$ cat config.mk
export PLATFORM = sky130hd
export DESIGN_NAME = radar_sensor_frame_parser
export DESIGN_NICKNAME = d
export VERILOG_FILES = /design/src/design/rsfp_pkg.sv /design/src/design/radar_sensor_frame_parser.sv /design/src/design/rsfp_classify.sv
export SDC_FILE = /design/constraint.sdc
export NUM_CORES = 1
export LEC_CHECK = 0
export BUFFER_PORTS_ARGS = -buffer_cell sky130_fd_sc_hd__buf_2
export CAP_MARGIN = 20
export CORE_UTILIZATION = 63
export CTS_BUF_LIST = sky130_fd_sc_hd__clkbuf_4 sky130_fd_sc_hd__clkbuf_8
export CTS_CLUSTER_SIZE = 40
export DETAILED_ROUTE_END_ITERATION = 10
export HOLD_SLACK_MARGIN = 0.12
export PLACE_DENSITY = 0.81
export REMOVE_ABC_BUFFERS = 1
export SLEW_MARGIN = 40
export SYNTH_ARGS = -nofsm -noshare
export SYNTH_HDL_FRONTEND = slang
export SYNTH_HIERARCHICAL = 1
export SYNTH_SLANG_ARGS = --single-unit
$ cat constraint.sdc
create_clock -name clock -period 14.8 [get_ports clock]
set_input_delay 4.44 -clock clock [delete_from_list [all_inputs] [get_ports clock]]
set_output_delay 4.44 -clock clock [all_outputs]
set_load 0.05 [all_outputs]
$ cat src/design/rsfp_pkg.sv
package rsfp_pkg;

   localparam int unsigned StoreDepth = 20;
   localparam int unsigned CountWidth = $clog2(StoreDepth + 1);
   localparam logic [CountWidth-1:0] CountMax = CountWidth'(StoreDepth);

   localparam logic [7:0] ByteTail    = 8'h55;
   localparam logic [7:0] ByteFoot0   = 8'h04;
   localparam logic [7:0] ByteFoot1   = 8'h03;
   localparam logic [7:0] ByteFoot2   = 8'h02;
   localparam logic [7:0] ByteFoot3   = 8'h01;
   localparam logic [7:0] ByteSync    = 8'hAA;
   localparam logic [7:0] TypeNone    = 8'h00;
   localparam logic [7:0] TypeMotion  = 8'h01;
   localparam logic [7:0] TypeStill   = 8'h02;
   localparam logic [7:0] CfgHead0    = 8'hFD;
   localparam logic [7:0] CfgHead1    = 8'hFC;
   localparam logic [7:0] CfgHead2    = 8'hFB;
   localparam logic [7:0] CfgHead3    = 8'hFA;
   localparam logic [7:0] CfgCmd      = 8'h73;
   localparam logic [7:0] CfgAck      = 8'h01;

   typedef enum logic [1:0] {
      KIND_NONE   = 2'd0,
      KIND_MOTION = 2'd1,
      KIND_STILL  = 2'd2,
      KIND_CONFIG = 2'd3
   } kind_type;

   typedef logic [7:0] hdr_type [StoreDepth];

   typedef struct packed {
      kind_type    frame_kind;
      logic        presence;
      logic        motion;
      logic [15:0] distance;
      logic [15:0] max_motion_range;
      logic [15:0] min_motion_range;
      logic [15:0] max_presence_range;
      logic [15:0] min_presence_range;
      logic [15:0] unoccupied_time;
   } result_type;

endpackage

$ cat src/design/radar_sensor_frame_parser.sv
// Radar sensor frame parser.
// Request channel (req_*): one received serial byte per request in req_tdata.
// Result channel (rsp_*): one decoded frame per result; frame kind in rsp_tuser,
// flags, distance and configuration values packed in rsp_tdata.
// A frame closes on the byte that completes 55 55 or 04 03 02 01 within the
// frame. Its result, if the frame is recognized, is registered in the output
// slot, or in the skid slot while the receiver stalls; other bytes give no result.
// Throughput: one byte per cycle while req_tready is high. Header bytes live
// in a 20-entry register file; end detection and decode are one level of
// compare logic ahead of the result register.
// Reset clears the byte counter, the recent-byte history and the valid flags
// of both result slots; stored header bytes are not cleared.
// When the receiver stalls, one further result is held in a skid slot; only
// while that slot is full does req_tready drop.
module radar_sensor_frame_parser (
   input  logic         clock,
   input  logic         reset,
   input  logic         req_tvalid,
   output logic         req_tready,
   input  logic [7:0]   req_tdata,   // [7:0] rx_byte
   output logic         rsp_tvalid,
   input  logic         rsp_tready,
   output logic [103:0] rsp_tdata,   // [0] presence, [1] motion, [17:2] distance,
                                     // [33:18] max_motion_range, [49:34] min_motion_range,
                                     // [65:50] max_presence_range,
                                     // [81:66] min_presence_range,
                                     // [97:82] unoccupied_time, [103:98] zero
   output logic [1:0]   rsp_tuser    // [1:0] frame_kind
);

   localparam int unsigned CW = rsfp_pkg::CountWidth;

   logic [7:0]          hdr_ff [rsfp_pkg::StoreDepth];
   rsfp_pkg::hdr_type   hdr_view;
   logic [CW-1:0]       count_ff, count_in;
   logic [CW-1:0]       frame_len;
   logic [7:0]          recent_ff [3];
   logic [7:0]          recent_in [3];
   logic                req_accept;
   logic                frame_end;
   logic                hit;
   rsfp_pkg::result_type result;
   logic                new_valid;

   rsfp_pkg::result_type out_ff, out_in;
   logic                 out_valid_ff, out_valid_in;
   rsfp_pkg::result_type skid_ff, skid_in;
   logic                 skid_valid_ff, skid_valid_in;

   assign req_tready = !skid_valid_ff;
   assign req_accept = req_tvalid && req_tready;

   assign frame_len = (count_ff == rsfp_pkg::CountMax) ? rsfp_pkg::CountMax
                                                       : count_ff + CW'(1);

   assign frame_end = ((count_ff >= CW'(1)) && recent_ff[0] == rsfp_pkg::ByteTail
                       && req_tdata == rsfp_pkg::ByteTail)
                   || ((count_ff >= CW'(3)) && recent_ff[2] == rsfp_pkg::ByteFoot0
                       && recent_ff[1] == rsfp_pkg::ByteFoot1
                       && recent_ff[0] == rsfp_pkg::ByteFoot2
                       && req_tdata == rsfp_pkg::ByteFoot3);

   // header as it stands with the incoming byte included
   always_comb begin
      for (int i = 0; i < rsfp_pkg::StoreDepth; i++) begin
         hdr_view[i] = (count_ff == CW'(i)) ? req_tdata : hdr_ff[i];
      end
   end

   rsfp_classify u_classify (
      .hdr       (hdr_view),
      .frame_len (frame_len),
      .hit       (hit),
      .result    (result)
   );

   assign new_valid = req_accept && frame_end && hit;

   always_comb begin
      count_in  = count_ff;
      recent_in = recent_ff;
      if (req_accept) begin
         if (frame_end) begin
            count_in  = '0;
            recent_in = '{default: 8'h00};
         end else begin
            count_in     = frame_len;
            recent_in[2] = recent_ff[1];
            recent_in[1] = recent_ff[0];
            recent_in[0] = req_tdata;
         end
      end
   end

   always_comb begin
      out_in        = out_ff;
      out_valid_in  = out_valid_ff;
      skid_in       = skid_ff;
      skid_valid_in = skid_valid_ff;
      priority if (skid_valid_ff) begin
         if (rsp_tready) begin
            out_in        = skid_ff;
            out_valid_in  = 1'b1;
            skid_valid_in = 1'b0;
         end
      end else if (!out_valid_ff || rsp_tready) begin
         out_in       = result;
         out_valid_in = new_valid;
      end else begin
         if (new_valid) begin
            skid_in       = result;
            skid_valid_in = 1'b1;
         end
      end
   end

   always_ff @(posedge clock) begin
      if (reset) begin
         count_ff      <= '0;
         recent_ff     <= '{default: 8'h00};
         out_valid_ff  <= 1'b0;
         skid_valid_ff <= 1'b0;
      end else begin
         count_ff      <= count_in;
         recent_ff     <= recent_in;
         out_valid_ff  <= out_valid_in;
         skid_valid_ff <= skid_valid_in;
      end
   end

   always_ff @(posedge clock) begin
      out_ff  <= out_in;
      skid_ff <= skid_in;
      if (req_accept && count_ff < rsfp_pkg::CountMax) begin
         hdr_ff[count_ff] <= req_tdata;
      end
   end

   assign rsp_tvalid = out_valid_ff;
   assign rsp_tuser  = out_ff.frame_kind;
   assign rsp_tdata  = {6'd0,
                        out_ff.unoccupied_time,
                        out_ff.min_presence_range,
                        out_ff.max_presence_range,
                        out_ff.min_motion_range,
                        out_ff.max_motion_range,
                        out_ff.distance,
                        out_ff.motion,
                        out_ff.presence};

`ifndef NO_ASSERTIONS
   a_skid_behind_out: assert property (@(posedge clock) disable iff (reset)
      skid_valid_ff |-> out_valid_ff)
      else $error("skid slot full while output slot empty");

   a_count_bound: assert property (@(posedge clock) disable iff (reset)
      count_ff <= rsfp_pkg::CountMax)
      else $error("byte count beyond store depth");

   a_end_clears: assert property (@(posedge clock) disable iff (reset)
      (req_accept && frame_end) |=> (count_ff == '0 && recent_ff[0] == 8'h00))
      else $error("frame state not cleared after frame end");

   a_config_flags: assert property (@(posedge clock) disable iff (reset)
      (rsp_tvalid && rsp_tuser == rsfp_pkg::KIND_CONFIG) |-> (rsp_tdata[1:0] == 2'b00))
      else $error("configuration reply carries presence or motion");
`endif

endmodule

$ cat src/design/rsfp_classify.sv
module rsfp_classify (
   input  rsfp_pkg::hdr_type                     hdr,
   input  logic [rsfp_pkg::CountWidth-1:0]       frame_len,
   output logic                                  hit,
   output rsfp_pkg::result_type                  result
);

   logic is_sync;
   logic is_cfg;
   logic len_ge3;
   logic len_ge5;

   assign is_sync = (hdr[0] == rsfp_pkg::ByteSync) && (hdr[1] == rsfp_pkg::ByteSync);
   assign is_cfg  = (frame_len == rsfp_pkg::CountMax)
                    && (hdr[0] == rsfp_pkg::CfgHead0) && (hdr[1] == rsfp_pkg::CfgHead1)
                    && (hdr[2] == rsfp_pkg::CfgHead2) && (hdr[3] == rsfp_pkg::CfgHead3)
                    && (hdr[6] == rsfp_pkg::CfgCmd) && (hdr[7] == rsfp_pkg::CfgAck);
   assign len_ge3 = frame_len >= rsfp_pkg::CountWidth'(3);
   assign len_ge5 = frame_len >= rsfp_pkg::CountWidth'(5);

   always_comb begin
      hit    = 1'b0;
      result = '0;
      result.frame_kind = rsfp_pkg::KIND_NONE;
      if (len_ge3) begin
         priority if (is_sync && hdr[2] == rsfp_pkg::TypeNone) begin
            hit = 1'b1;
         end else if (is_sync && (hdr[2] == rsfp_pkg::TypeMotion
                                  || hdr[2] == rsfp_pkg::TypeStill)) begin
            hit               = len_ge5;
            result.frame_kind = (hdr[2] == rsfp_pkg::TypeMotion) ? rsfp_pkg::KIND_MOTION
                                                                 : rsfp_pkg::KIND_STILL;
            result.presence   = 1'b1;
            result.motion     = (hdr[2] == rsfp_pkg::TypeMotion);
            result.distance   = {hdr[4], hdr[3]};
         end else if (is_cfg) begin
            hit                       = 1'b1;
            result.frame_kind         = rsfp_pkg::KIND_CONFIG;
            result.max_motion_range   = {hdr[11], hdr[10]};
            result.min_motion_range   = {hdr[13], hdr[12]};
            result.max_presence_range = {hdr[15], hdr[14]};
            result.min_presence_range = {hdr[17], hdr[16]};
            result.unoccupied_time    = {hdr[19], hdr[18]};
         end else begin
            hit = 1'b0;
         end
      end
   end

endmodule
-- Yosys cells after proc, flatten, opt, wreduce, memory -nomap -nowiden
Memory sizes are Yosys's and may differ from the RTL's.
Index checks and enable logic that the tools add are counted.
- magnitude comparators: 5
- bitwise gates (word level): 2
- equal/unequal tests: 35
- multiplexer cells: 44
- $add $sub $neg: 1
- reductions and logical operators: 29
- operator list (cell ; number):
    $mux W100 ; 5
    $mux W80 ; 2
    $mux W8 ; 17
    $eq A8 B8 Y1 const B ; 6
    $eq A5 B4 Y1 const B ; 6
    $eq A5 B5 Y1 const B ; 6
    $eq A8 B1 Y1 const B ; 3
    $eq A8 B2 Y1 const B ; 3
    $eq A8 B7 Y1 const B ; 3
    $mux W24 ; 1
    $logic_and A1 B1 Y1 ; 19
    $mux W18 ; 1
    $eq A5 B3 Y1 const B ; 3
    $mux W1 ; 13
    $eq A5 B2 Y1 const B ; 2
    $ge A5 B2 Y1 const B ; 2
    $mux W5 ; 2
    $eq A8 B3 Y1 const B ; 1
    $logic_not A8 Y1 ; 1
    $mux W2 ; 3
    $add A5 B1 Y5 const B ; 1
    $eq A5 B1 Y1 const B ; 1
    $ge A5 B1 Y1 const B ; 1
    $ge A5 B3 Y1 const B ; 1
    other kinds (9) ; 13
- memories: 1
- memory bits (writable): 160
- bits in registers: 231
- input bits: 12
- logic and storage cells: 141
- output and inout bits: 108
- memories (name ; depth ; width ; rd ports ; clocked after memory_dff ; write ports ; RTL line ; source):
    hdr_ff ; 20 ; 8 ; 17 ; 0 ; 1 ; radar_sensor_frame_parser.sv:33 ; logic [7:0] hdr_ff [rsfp_pkg::StoreDepth];

-- Logic depth before layout (Yosys ltp)
Gate-level depths: netlist (run 1).
- depth after elaboration: 17
- depth in mapped cells: 12
- gate-level depth less buffers: 12

-- Hierarchy
Netlist (run 1), hierarchy kept.
- modules (own cells, without submodules) (module ; area each (sq um) ; instances ; cells each ; seq. area each (sq um)):
    radar_sensor_frame_parser ; 16101.7 ; 1 ; 929 ; 11431.0
    rsfp_classify ; 1037.2 ; 1 ; 153 ; 0.0

-- Least setup slack after synthesis (run 1)
OpenSTA, ideal clock, no wires.
- path kind: input to register
- start point: input req_tdata[5]
- end point: register skid_ff[0] (netlist bit), enable pin
- buffers on the path: 1
- data required time: 14119 ps
- stages on the path: 8
- library setup time: 681 ps
- arrival time: 12851 ps
- setup slack: 1267 ps
- cell sequence: clkbuf_1 -> mux2_2 -> or4_1 -> nor4_2 -> nand4_1 -> a21oi_1 -> nand2_1 -> nor3_1
- RTL lines (what ; RTL line ; source):
    from (decl) ; radar_sensor_frame_parser.sv:20 ; input logic [7:0] req_tdata,
    to (signal assigned) ; radar_sensor_frame_parser.sv:133 ; skid_ff <= skid_in;
    to (decl) ; radar_sensor_frame_parser.sv:47 ; rsfp_pkg::result_type skid_ff, skid_in;

==> metrics.yaml, run 1 <==
num_rows: 58
syn-mean-instance-area_um2: 15.70
cts_buffer_depth: 3
grt_pass1_vias: 9034
ant_nets: 0
fp.dieH_um: 161.9
dpl_cell_area_um2: 16850
fp.coreArea_um2: 25110
syn_area_um2: 16110
slew-limit-headroom_pct: 45.91
nets: 1160
clock_latency_ns: 0.60
p_sw_share_pct: 22.43
endpoint_kind: "flop"
clock-root-buffer: "clkbuf_8"
cap_violations: 0
finalWirelength_mm: 30.89
cp.required_ns: 15.02
critPathKind: "input pin to flop"
arrival_ns: 7.61
syn_inst: 1026
clk_pin_slew_ns: 0.06
overflow: 0
worstMarginPinSlew_ns: 0.8114
utilization_pct: 71.45
period_share_pct: 49.99
rsz0062_at_grt: "no"
die_w_um: 161.9
hold_class: "flop to flop"
numCtsBuffers: 57
yosysWarnings: 6
design_area_um2: 17940
fillCellCount: 1671
p_comb_share_pct: 6.4
grt_usage_pct: 24.10
power_density_nw_per_um2: 116.5
power.leakage_nw: 6.695
fin_skew_ns: 0.03144
initial_core_util_pct: 64.14
max_freq_ghz: 0.1352
critPathMaxFanout: 74
die-area_um2: 26210
cts_sinks: 367
hold_viol: 0
h-tree-depth: 2
max-vdd-ir-drop_uv: 64.47
grt_pass1_wl_mm: 49.13
min_period_ns: 7.398
start_kind: "input pin"
gp_congestion: 0.8399
antenna_found_initial: 0
p_seq_share_pct: 55.0
via_count: 8964
hold_buffers: 0
io_buffer_count: 113
switchingPower_w: 0.0004686
drt_iter0_drc: 617
setup_viol: 0
grt_max_degree: 81
cts_tree: "built"
p_int_w: 0.001621
drc: 0
drive_gt1_share_pct: 41.81
p_clk_share_pct: 38.7
fin_total_pwr_w: 0.002090
syn_to_final_growth_pct: 11.39
pin_count: 120
postCtsSetupRepairBufs: 0
slew_violations: 0
routed_via_density: 5.921
dr.pass1.iters: 5
dp_hpwl_mm: 17.94
cts_resized: 0
status: "finished, final reports clean"
post_drt_wl_per_cell_um: 20.40
n_antenna_cell: 0
fin_tns_setup_ns: 0
-- registers in the layout, summed over array words and instances (netlist names) --
signal,flops
count_ff,5
rsp_tvalid,1
rsp_tdata,98
skid_valid_ff,1
skid_ff,100
recent_ff,24
hdr_ff,136
rsp_tuser,2
-- final timing paths --
check	from	to	slack, ns	depth (start not counted)
setup / recovery	req_tdata[2]	skid_ff[19]	7.40	10
hold / removal	recent_ff[11]	recent_ff[11]	0.48	2
setup reg to reg	count_ff[0]	skid_ff[19]	10.08	10
hold reg to reg	recent_ff[11]	recent_ff[11]	0.48	2
-- cell type report --
cell class              count  area (um^2)  share of cell area [%]
flip-flops and latches    367        10710                   59.72
multi-input cells         559         4917                   27.41
clock buffers              83        998.5                   5.566
repair buffers            131        708.2                   3.948
well taps                 330        412.9                   2.302
inverters                  27        101.3                  0.5649
clock inverters            17        87.58                  0.4882
-- power groups by stage --
stage	Sequential (W)	Clock [W]	Combinational (W)
floorplan	0.00117	0	0.0000884
CTS	0.00115	0.000823	0.000132
finish	0.00115	0.000808	0.000133
detailed placement	0.00117	0	0.000131
global route	0.00115	0.000874	0.000142
global placement	0.00117	0	0.000126
-- cell usage in the layout (no fill, tap or decap), types with 8 or more instances in the layout --
cell type  instances
o32ai_2           20
mux2_2           236
inv_1             27
and3_1            16
dfxtp_1           30
and2_1           104
nand2_1           26
buf_4             16
a21oi_1           12
nor2_1            34
a22oi_1           12
clkbuf_4          23
clkbuf_8          60
edfxtp_1         336
clkinv_1           8
a31oi_1           12
buf_2            113
-- metrics by stage --
stage	setup WS, ns	hold slack, ns	std cells
detailed placement	6.883	0.4694	1414
CTS	7.511	0.4805	1514
finish	7.402	0.4813	1514
global route	7.264	0.5151	1514
floorplan	1.441	0.4430	953
global placement	6.785	0.4634	1414
-- metal layers --
layer	global-route usage (%)	part of all wire [%]	vias to the layer above	wire length, um
li1	-	-	4111	-
met4	8.062	2.0	0	617
met5	0	0	-	0
met3	4.086	5.2	55	1617
met2	38.86	49	297	15090
met1	33.50	44	4501	13570
-- critical path, cell delays in order --
cell,delay [ns]
buf_2,0.09
buf_4,0.27
mux2_2,0.34
or4b_1,0.53
nor4_1,0.39
nand4_1,0.23
a21oi_1,0.34
nand2_1,0.10
nor3_2,0.19
buf_6,0.54
No activity file was read; power rests on OpenSTA's default activity.
==> inputs of run 2 (changes only) <==
--- a/config.mk
+++ b/config.mk
@@ -7,12 +7,12 @@
 export LEC_CHECK = 0
 export BUFFER_PORTS_ARGS = -buffer_cell sky130_fd_sc_hd__buf_2
 export CAP_MARGIN = 20
-export CORE_UTILIZATION = 63
+export CORE_UTILIZATION = 57
 export CTS_BUF_LIST = sky130_fd_sc_hd__clkbuf_4 sky130_fd_sc_hd__clkbuf_8
 export CTS_CLUSTER_SIZE = 40
 export DETAILED_ROUTE_END_ITERATION = 10
 export HOLD_SLACK_MARGIN = 0.12
-export PLACE_DENSITY = 0.81
+export PLACE_DENSITY = 0.77
 export REMOVE_ABC_BUFFERS = 1
 export SLEW_MARGIN = 40
 export SYNTH_ARGS = -nofsm -noshare
==> constraint.sdc (replaced) <==
create_clock -name clock -period 6.15 [get_ports clock]
set_input_delay 1.845 -clock clock [delete_from_list [all_inputs] [get_ports clock]]
set_output_delay 1.845 -clock clock [all_outputs]
set_load 0.05 [all_outputs]
==> run 2 against run 1 <==
  * Global-route usage fell by 2.6 points
  * Sequential cell count did not move
  * Die area rose by 10%
  * Worst setup slack got worse by 5.7 ns
  * Non-clock buffer count rose by 2
  * Hold slack improved by 0.0022 ns
  * Wire length fell by 1.4%
  * Cell count rose by 3.6%
  * Final area rose by 0.66%
  * Count of clock-buffer cells in the layout rose by 1
  * First-iteration DRC count fell by 4.2%
  * Largest cell class unchanged
==> metrics.yaml, run 2 (synthesized netlist as in run 1, its figures left out) <==
final_common_cell: "edfxtp_1"  # unchanged
hold_viol: 0  # unchanged
cap_violations: 0  # unchanged
pin_count: 120  # unchanged
syn_to_final_growth_pct: 12.13  # was 11.39%
postCtsSetupRepairBufs: 0  # unchanged
initial_core_util_pct: 57.97  # was 64.14%
die_w_um: 170.1  # was 161.9 um
cts_sinks: 367  # unchanged
utilization_pct: 65.00  # was 71.45%
multi_input_area_um2: 4927  # was 4917 um^2
slew_violations: 0  # unchanged
antenna_found_initial: 0  # unchanged
fin_skew_ns: 0.02804  # was 0.03144 ns
max-vdd-ir-drop_uv: 169.5  # was 64.47 uV
regMostFlops: "hdr_ff"  # unchanged
grt_usage_pct: 21.46  # was 24.10%
arrival_ns: 4.74  # was 7.61 ns
fp.coreArea_um2: 27780  # was 25110 um^2
hold_class: "flop to flop"  # unchanged
grt_max_degree: 70  # was 81
dp_hpwl_mm: 18.38  # was 17.94 mm
via_count: 8809  # was 8964
design_area_um2: 18060  # was 17940 um^2
drt_iter0_drc: 591  # was 617
n_antenna_cell: 0  # unchanged
endpoint_kind: "flop"  # unchanged
gp_congestion: 0.8393  # was 0.8399
setup_viol: 0  # unchanged
status: "finished, final reports clean"  # unchanged
grt_pass1_wl_mm: 48.13  # was 49.13 mm
clk_pin_slew_ns: 0.06  # about the same
clock_latency_ns: 0.59  # was 0.60 ns
power.leakage_nw: 6.718  # was 6.695 nW
dr.pass1.iters: 5  # unchanged
crit_slowest_cell: "or4_1"  # was buf_6
critPathMaxFanout: 63  # was 74
path_cells: "buf_2, mux2_2, or4_1, nor4_2, nand4_1, a21oi_1, nand2_1, nor3_2, buf_12"  # was buf_2, buf_4, mux2_2, or4b_1, nor4_1, nand4_1, a21oi_1, nand2_1, nor3_2, buf_6
post_drt_wl_per_cell_um: 19.42  # was 20.40 um
drc: 0  # unchanged
numCtsBuffers: 56  # was 57
period_share_pct: 73.01
worstMarginPinSlew_ns: 0.7976  # was 0.8114 ns
clock-root-buffer: "clkbuf_8"  # unchanged
worst-path-buf-inv: 2  # was 3
drive_gt1_share_pct: 41.65  # was 41.81%
cp_top_family: "simple AND/OR/NAND/NOR gates"  # unchanged
final_cell_mix: "edfxtp_1, mux2_2, buf_2, and2_1, clkbuf_8"  # unchanged
overflow: 0  # unchanged
grt_pass1_vias: 8716  # was 9034
cts_buffer_depth: 3  # unchanged
dpl_cell_area_um2: 16970  # was 16850 um^2
finalWirelength_mm: 30.46  # was 30.89 mm
rsz0062_at_grt: "no"  # unchanged
max_freq_ghz: 0.2227
cts_tree: "built"  # unchanged
io_buffer_count: 113  # unchanged
num_rows: 61  # was 58
regArea_um2: 10710  # unchanged
hold_buffers: 0  # unchanged
slew-limit-headroom_pct: 46.27  # was 45.91%
place_ws_ns: 1.099  # was 6.883 ns
cts_resized: 0  # unchanged
fillCellCount: 2027  # was 1671
finalWorstSetupSlack_ns: 1.660  # was 7.402 ns
critPathKind: "input pin to flop"  # unchanged
largest_reg_flops: 136  # unchanged
whs_ns: 0.4835  # was 0.4813 ns
die-area_um2: 28930  # was 26210 um^2
start_kind: "input pin"  # unchanged
fp.dieH_um: 170.1  # was 161.9 um
cpPeakStageDelay_ns: 0.53  # was 0.54 ns
min_period_ns: 4.490
power_density_nw_per_um2: 277.2  # was 116.5 nW/um^2
h-tree-depth: 2  # unchanged
ant_nets: 0  # unchanged
routed_via_density: 5.614  # was 5.921
cp.required_ns: 6.40  # was 15.02 ns
nets: 1161  # was 1160
-- run 2: where the power goes --
part / internal, W / total, W / leakage [nW] / switching (W)
combinational: 0.000126 / 0.000316 / 2.64 / 0.000190
clock: 0.00103 / 0.00193 / 0.580 / 0.000896
sequential: 0.00274 / 0.00276 / 3.50 / 0.0000252
-- run 2: worst min-delay path: cells and delay by family, from the launching register on --
kind | cells | cell delay [ns]
compound gates | 1 | 0.05
simple gates | 1 | 0.06
flops | 1 | 0.32
-- run 2: path summary, 6_finish.rpt --
check                           slack [ns]            end  cells after the start           from
worst max-delay path                  1.66     skid_ff[1]                      9   req_tdata[7]
worst min-delay path                  0.48  recent_ff[11]                      2  recent_ff[11]
worst max register to register        1.83     skid_ff[1]                     10    count_ff[0]
worst min register to register        0.48  recent_ff[11]                      2  recent_ff[11]
-- run 2: cell type report --
| class | instances | area share (%) |
|---|---|---|
| clock buffer | 84 | 5.501 |
| clock inverter | 21 | 0.5127 |
| multi-input combinational | 559 | 27.28 |
| sequential | 367 | 59.33 |
| tap | 378 | 2.619 |
| inverter | 27 | 0.5612 |
| timing repair buffer | 133 | 4.192 |
-- run 2: stage by stage --
step,total power [W],TNS [ns],cells
2_1_floorplan,0.003020,-583.26,953
3_3_place_gp,0.003118,0,1464
3_5_place_dp,0.003127,0,1464
4_1_cts,0.005044,0,1569
5_1_grt,0.005184,0,1569
6_report,0.005005,0,1569
-- run 2: layer usage --
| layer | vias to the layer above | GRT usage [%] | routed length [um] |
|---|---|---|---|
| li1 | 4113 | - | - |
| met1 | 4414 | 30.52 | 14130 |
| met2 | 229 | 34.05 | 14290 |
| met3 | 53 | 3.581 | 1442 |
| met4 | 0 | 6.463 | 602 |
| met5 | - | 0 | 0 |
==> inputs of run 3 (changes only) <==
==> constraint.sdc (replaced) <==
create_clock -name clock -period 3.65 [get_ports clock]
set_input_delay 1.095 -clock clock [delete_from_list [all_inputs] [get_ports clock]]
set_output_delay 1.095 -clock clock [all_outputs]
set_load 0.05 [all_outputs]
==> run 3 against run 2 <==
  * Power rose by 70%
  * Sequential cell count is the same
  * Worst setup slack worse by 1.6 ns
  * First-iteration DRC count grew 6.4%
  * Critical path type is now flop to flop
  * Largest power group unchanged
  * Highest routed layer unchanged
==> metrics.yaml, run 3 (synthesized netlist as in run 1, its figures left out) <==
post_drt_wl_per_cell_um: 20.55  # was 19.42 um
final_common_cell: "edfxtp_1"  # unchanged
fin_skew_ns: 0.01203  # was 0.02804 ns
cts_tree: "built"  # unchanged
arrival_ns: 3.84  # was 4.74 ns
grt_pass1_wl_mm: 50.52  # was 48.13 mm
dp_hpwl_mm: 20.96  # was 18.38 mm
r2r_slack_ns: 0.09  # was 1.83 ns
power.leakage_nw: 6.935  # was 6.718 nW
power_density_nw_per_um2: 458.7  # was 277.2 nW/um^2
critPathKind: "flop to flop"  # was input pin to flop
syn_to_final_growth_pct: 15.22  # was 12.13%
regMostFlops: "hdr_ff"  # unchanged
min_period_ns: 3.565
place_ws_ns: -0.2415  # was 1.099 ns
p_int_w: 0.006596  # was 0.003895 W
drt_iter0_drc: 629  # was 591
p_seq_share_pct: 54.6  # was 55.2%
fp.dieH_um: 170.1  # unchanged
finalWorstSetupSlack_ns: 0.08544  # was 1.660 ns
worstMarginPinSlew_ns: 0.7124  # was 0.7976 ns
gp_congestion: 0.9271  # was 0.8393
dr.pass1.iters: 5  # unchanged
n_antenna_cell: 0  # unchanged
routed_via_density: 5.673  # was 5.614
antenna_found_initial: 0  # unchanged
grt_max_degree: 69  # was 70
period_share_pct: 97.66
max_freq_ghz: 0.2805
largest_reg_flops: 136  # unchanged
setup_viol: 0  # unchanged
critPathMaxFanout: 16  # was 63
endpoint_kind: "flop"  # unchanged
clk_pin_slew_ns: 0.06  # about the same
h-tree-depth: 2  # unchanged
drc: 0  # unchanged
fillCellCount: 1996  # was 2027
fp.coreArea_um2: 27780  # unchanged
final_cell_mix: "edfxtp_1, mux2_2, buf_2, and2_1, clkbuf_8"  # unchanged
drive_gt1_share_pct: 43.85  # was 41.65%
cts_buffer_depth: 3  # unchanged
switchingPower_w: 0.001916  # was 0.001111 W
hold_class: "flop to flop"  # unchanged
die-area_um2: 28930  # unchanged
grt_pass1_vias: 9000  # was 8716
io_buffer_count: 113  # unchanged
pin_count: 120  # unchanged
overflow: 0  # unchanged
numCtsBuffers: 56  # unchanged
slew_violations: 0  # unchanged
nets: 1211  # was 1161
p_sw_share_pct: 22.51  # was 22.19%
p_clk_share_pct: 38.1  # was 38.5%
clock-root-buffer: "clkbuf_8"  # unchanged
clock_latency_ns: 0.57  # was 0.59 ns
via_count: 9156  # was 8809
die_w_um: 170.1  # unchanged
hold_viol: 0  # unchanged
grt_usage_pct: 22.81  # was 21.46%
finalWirelength_mm: 33.16  # was 30.46 mm
ant_nets: 0  # unchanged
status: "finished, final reports clean"  # unchanged
slew-limit-headroom_pct: 52.33  # was 46.27%
cap_violations: 0  # unchanged
cp.required_ns: 3.93  # was 6.40 ns
max-vdd-ir-drop_uv: 234.9  # was 169.5 uV
hold_buffers: 0  # unchanged
p_comb_share_pct: 7.3  # was 6.3%
num_rows: 61  # unchanged
whs_ns: 0.4845  # was 0.4835 ns
initial_core_util_pct: 57.97  # unchanged
start_kind: "flop"  # was input pin
cts_sinks: 367  # unchanged
## run 3: changes by cell type in the layout (fill, tap and decap cells not counted), moves of 2 or more
cell,delta
clkbuf_16,+3
nor3_2,-2
clkbuf_4,-9
buf_4,+41
buf_12,+4
clkinv_2,+2
## run 3: cell type report
class	instances	area (um^2)	area share [%]
Clock inverter	24	127.6	0.6877
Multi-Input combinational cell	559	4941	26.63
Timing Repair Buffer	183	1259	6.783
Clock buffer	76	939.7	5.064
Sequential cell	367	10720	57.74
Inverter	27	101.3	0.5462
Tap cell	378	473.0	2.549
## run 3: what timing repair did
action                                  in CTS  in global routing
pin swaps                                    0                  1
gates cloned                                 0                  3
setup buffers                                0                  1
endpoints found under the setup margin     100                101
gates resized for setup                      1                 10
## run 3: final timing paths
check,startpoint,endpoint,depth (start not counted)
worst max-delay path,count_ff[1],skid_ff[61],12
worst min-delay path,recent_ff[21],recent_ff[13],2
worst max register to register,count_ff[1],skid_ff[61],12
worst min register to register,recent_ff[21],recent_ff[13],2
## run 3: power groups by stage
stage	Combinational, W	Clock (W)	Sequential (W)
after detailed placement	0.000605	0	0.00473
final	0.000621	0.00325	0.00465
after floorplan	0.000359	0	0.00473
after CTS	0.000610	0.00332	0.00464
after global placement	0.000602	0	0.00473
after global routing	0.000665	0.00350	0.00465
## run 3: metrics by stage
step                std cells  setup TNS (ns)  utilization (%)  instance area [um^2]  total power (W)
floorplan                 953        -1193.20                -                 15700         0.005089
global placement         1510          -24.58            62.46                 17350         0.005332
detailed placement       1510          -23.33            62.47                 17360         0.005337
CTS                      1610               0            66.33                 18430         0.008569
global route             1614         -0.4706            66.79                 18560         0.008810
finish                   1614               0            66.79                 18560         0.008512
## run 3: worst max-delay path, stage by stage, from the launching register on
cell and delay [ns]:
dfxtp_2 0.36, ha_1 0.24, nand2_1 0.09, buf_6 0.17
mux2_2 0.37, or4_1 0.59, nor4_4 0.30, nand4_1 0.18
a21oi_2 0.23, nand2_1 0.11, nor3_4 0.21, buf_12 0.20
clkbuf_16 0.20
## run 3: layer usage
layer	wire (um)	part of all wire, %	track usage, %
met1	15250	46	33.26
met3	2009	6.1	4.000
met2	15360	46	35.26
met5	0	0	0
met4	543	1.6	6.502
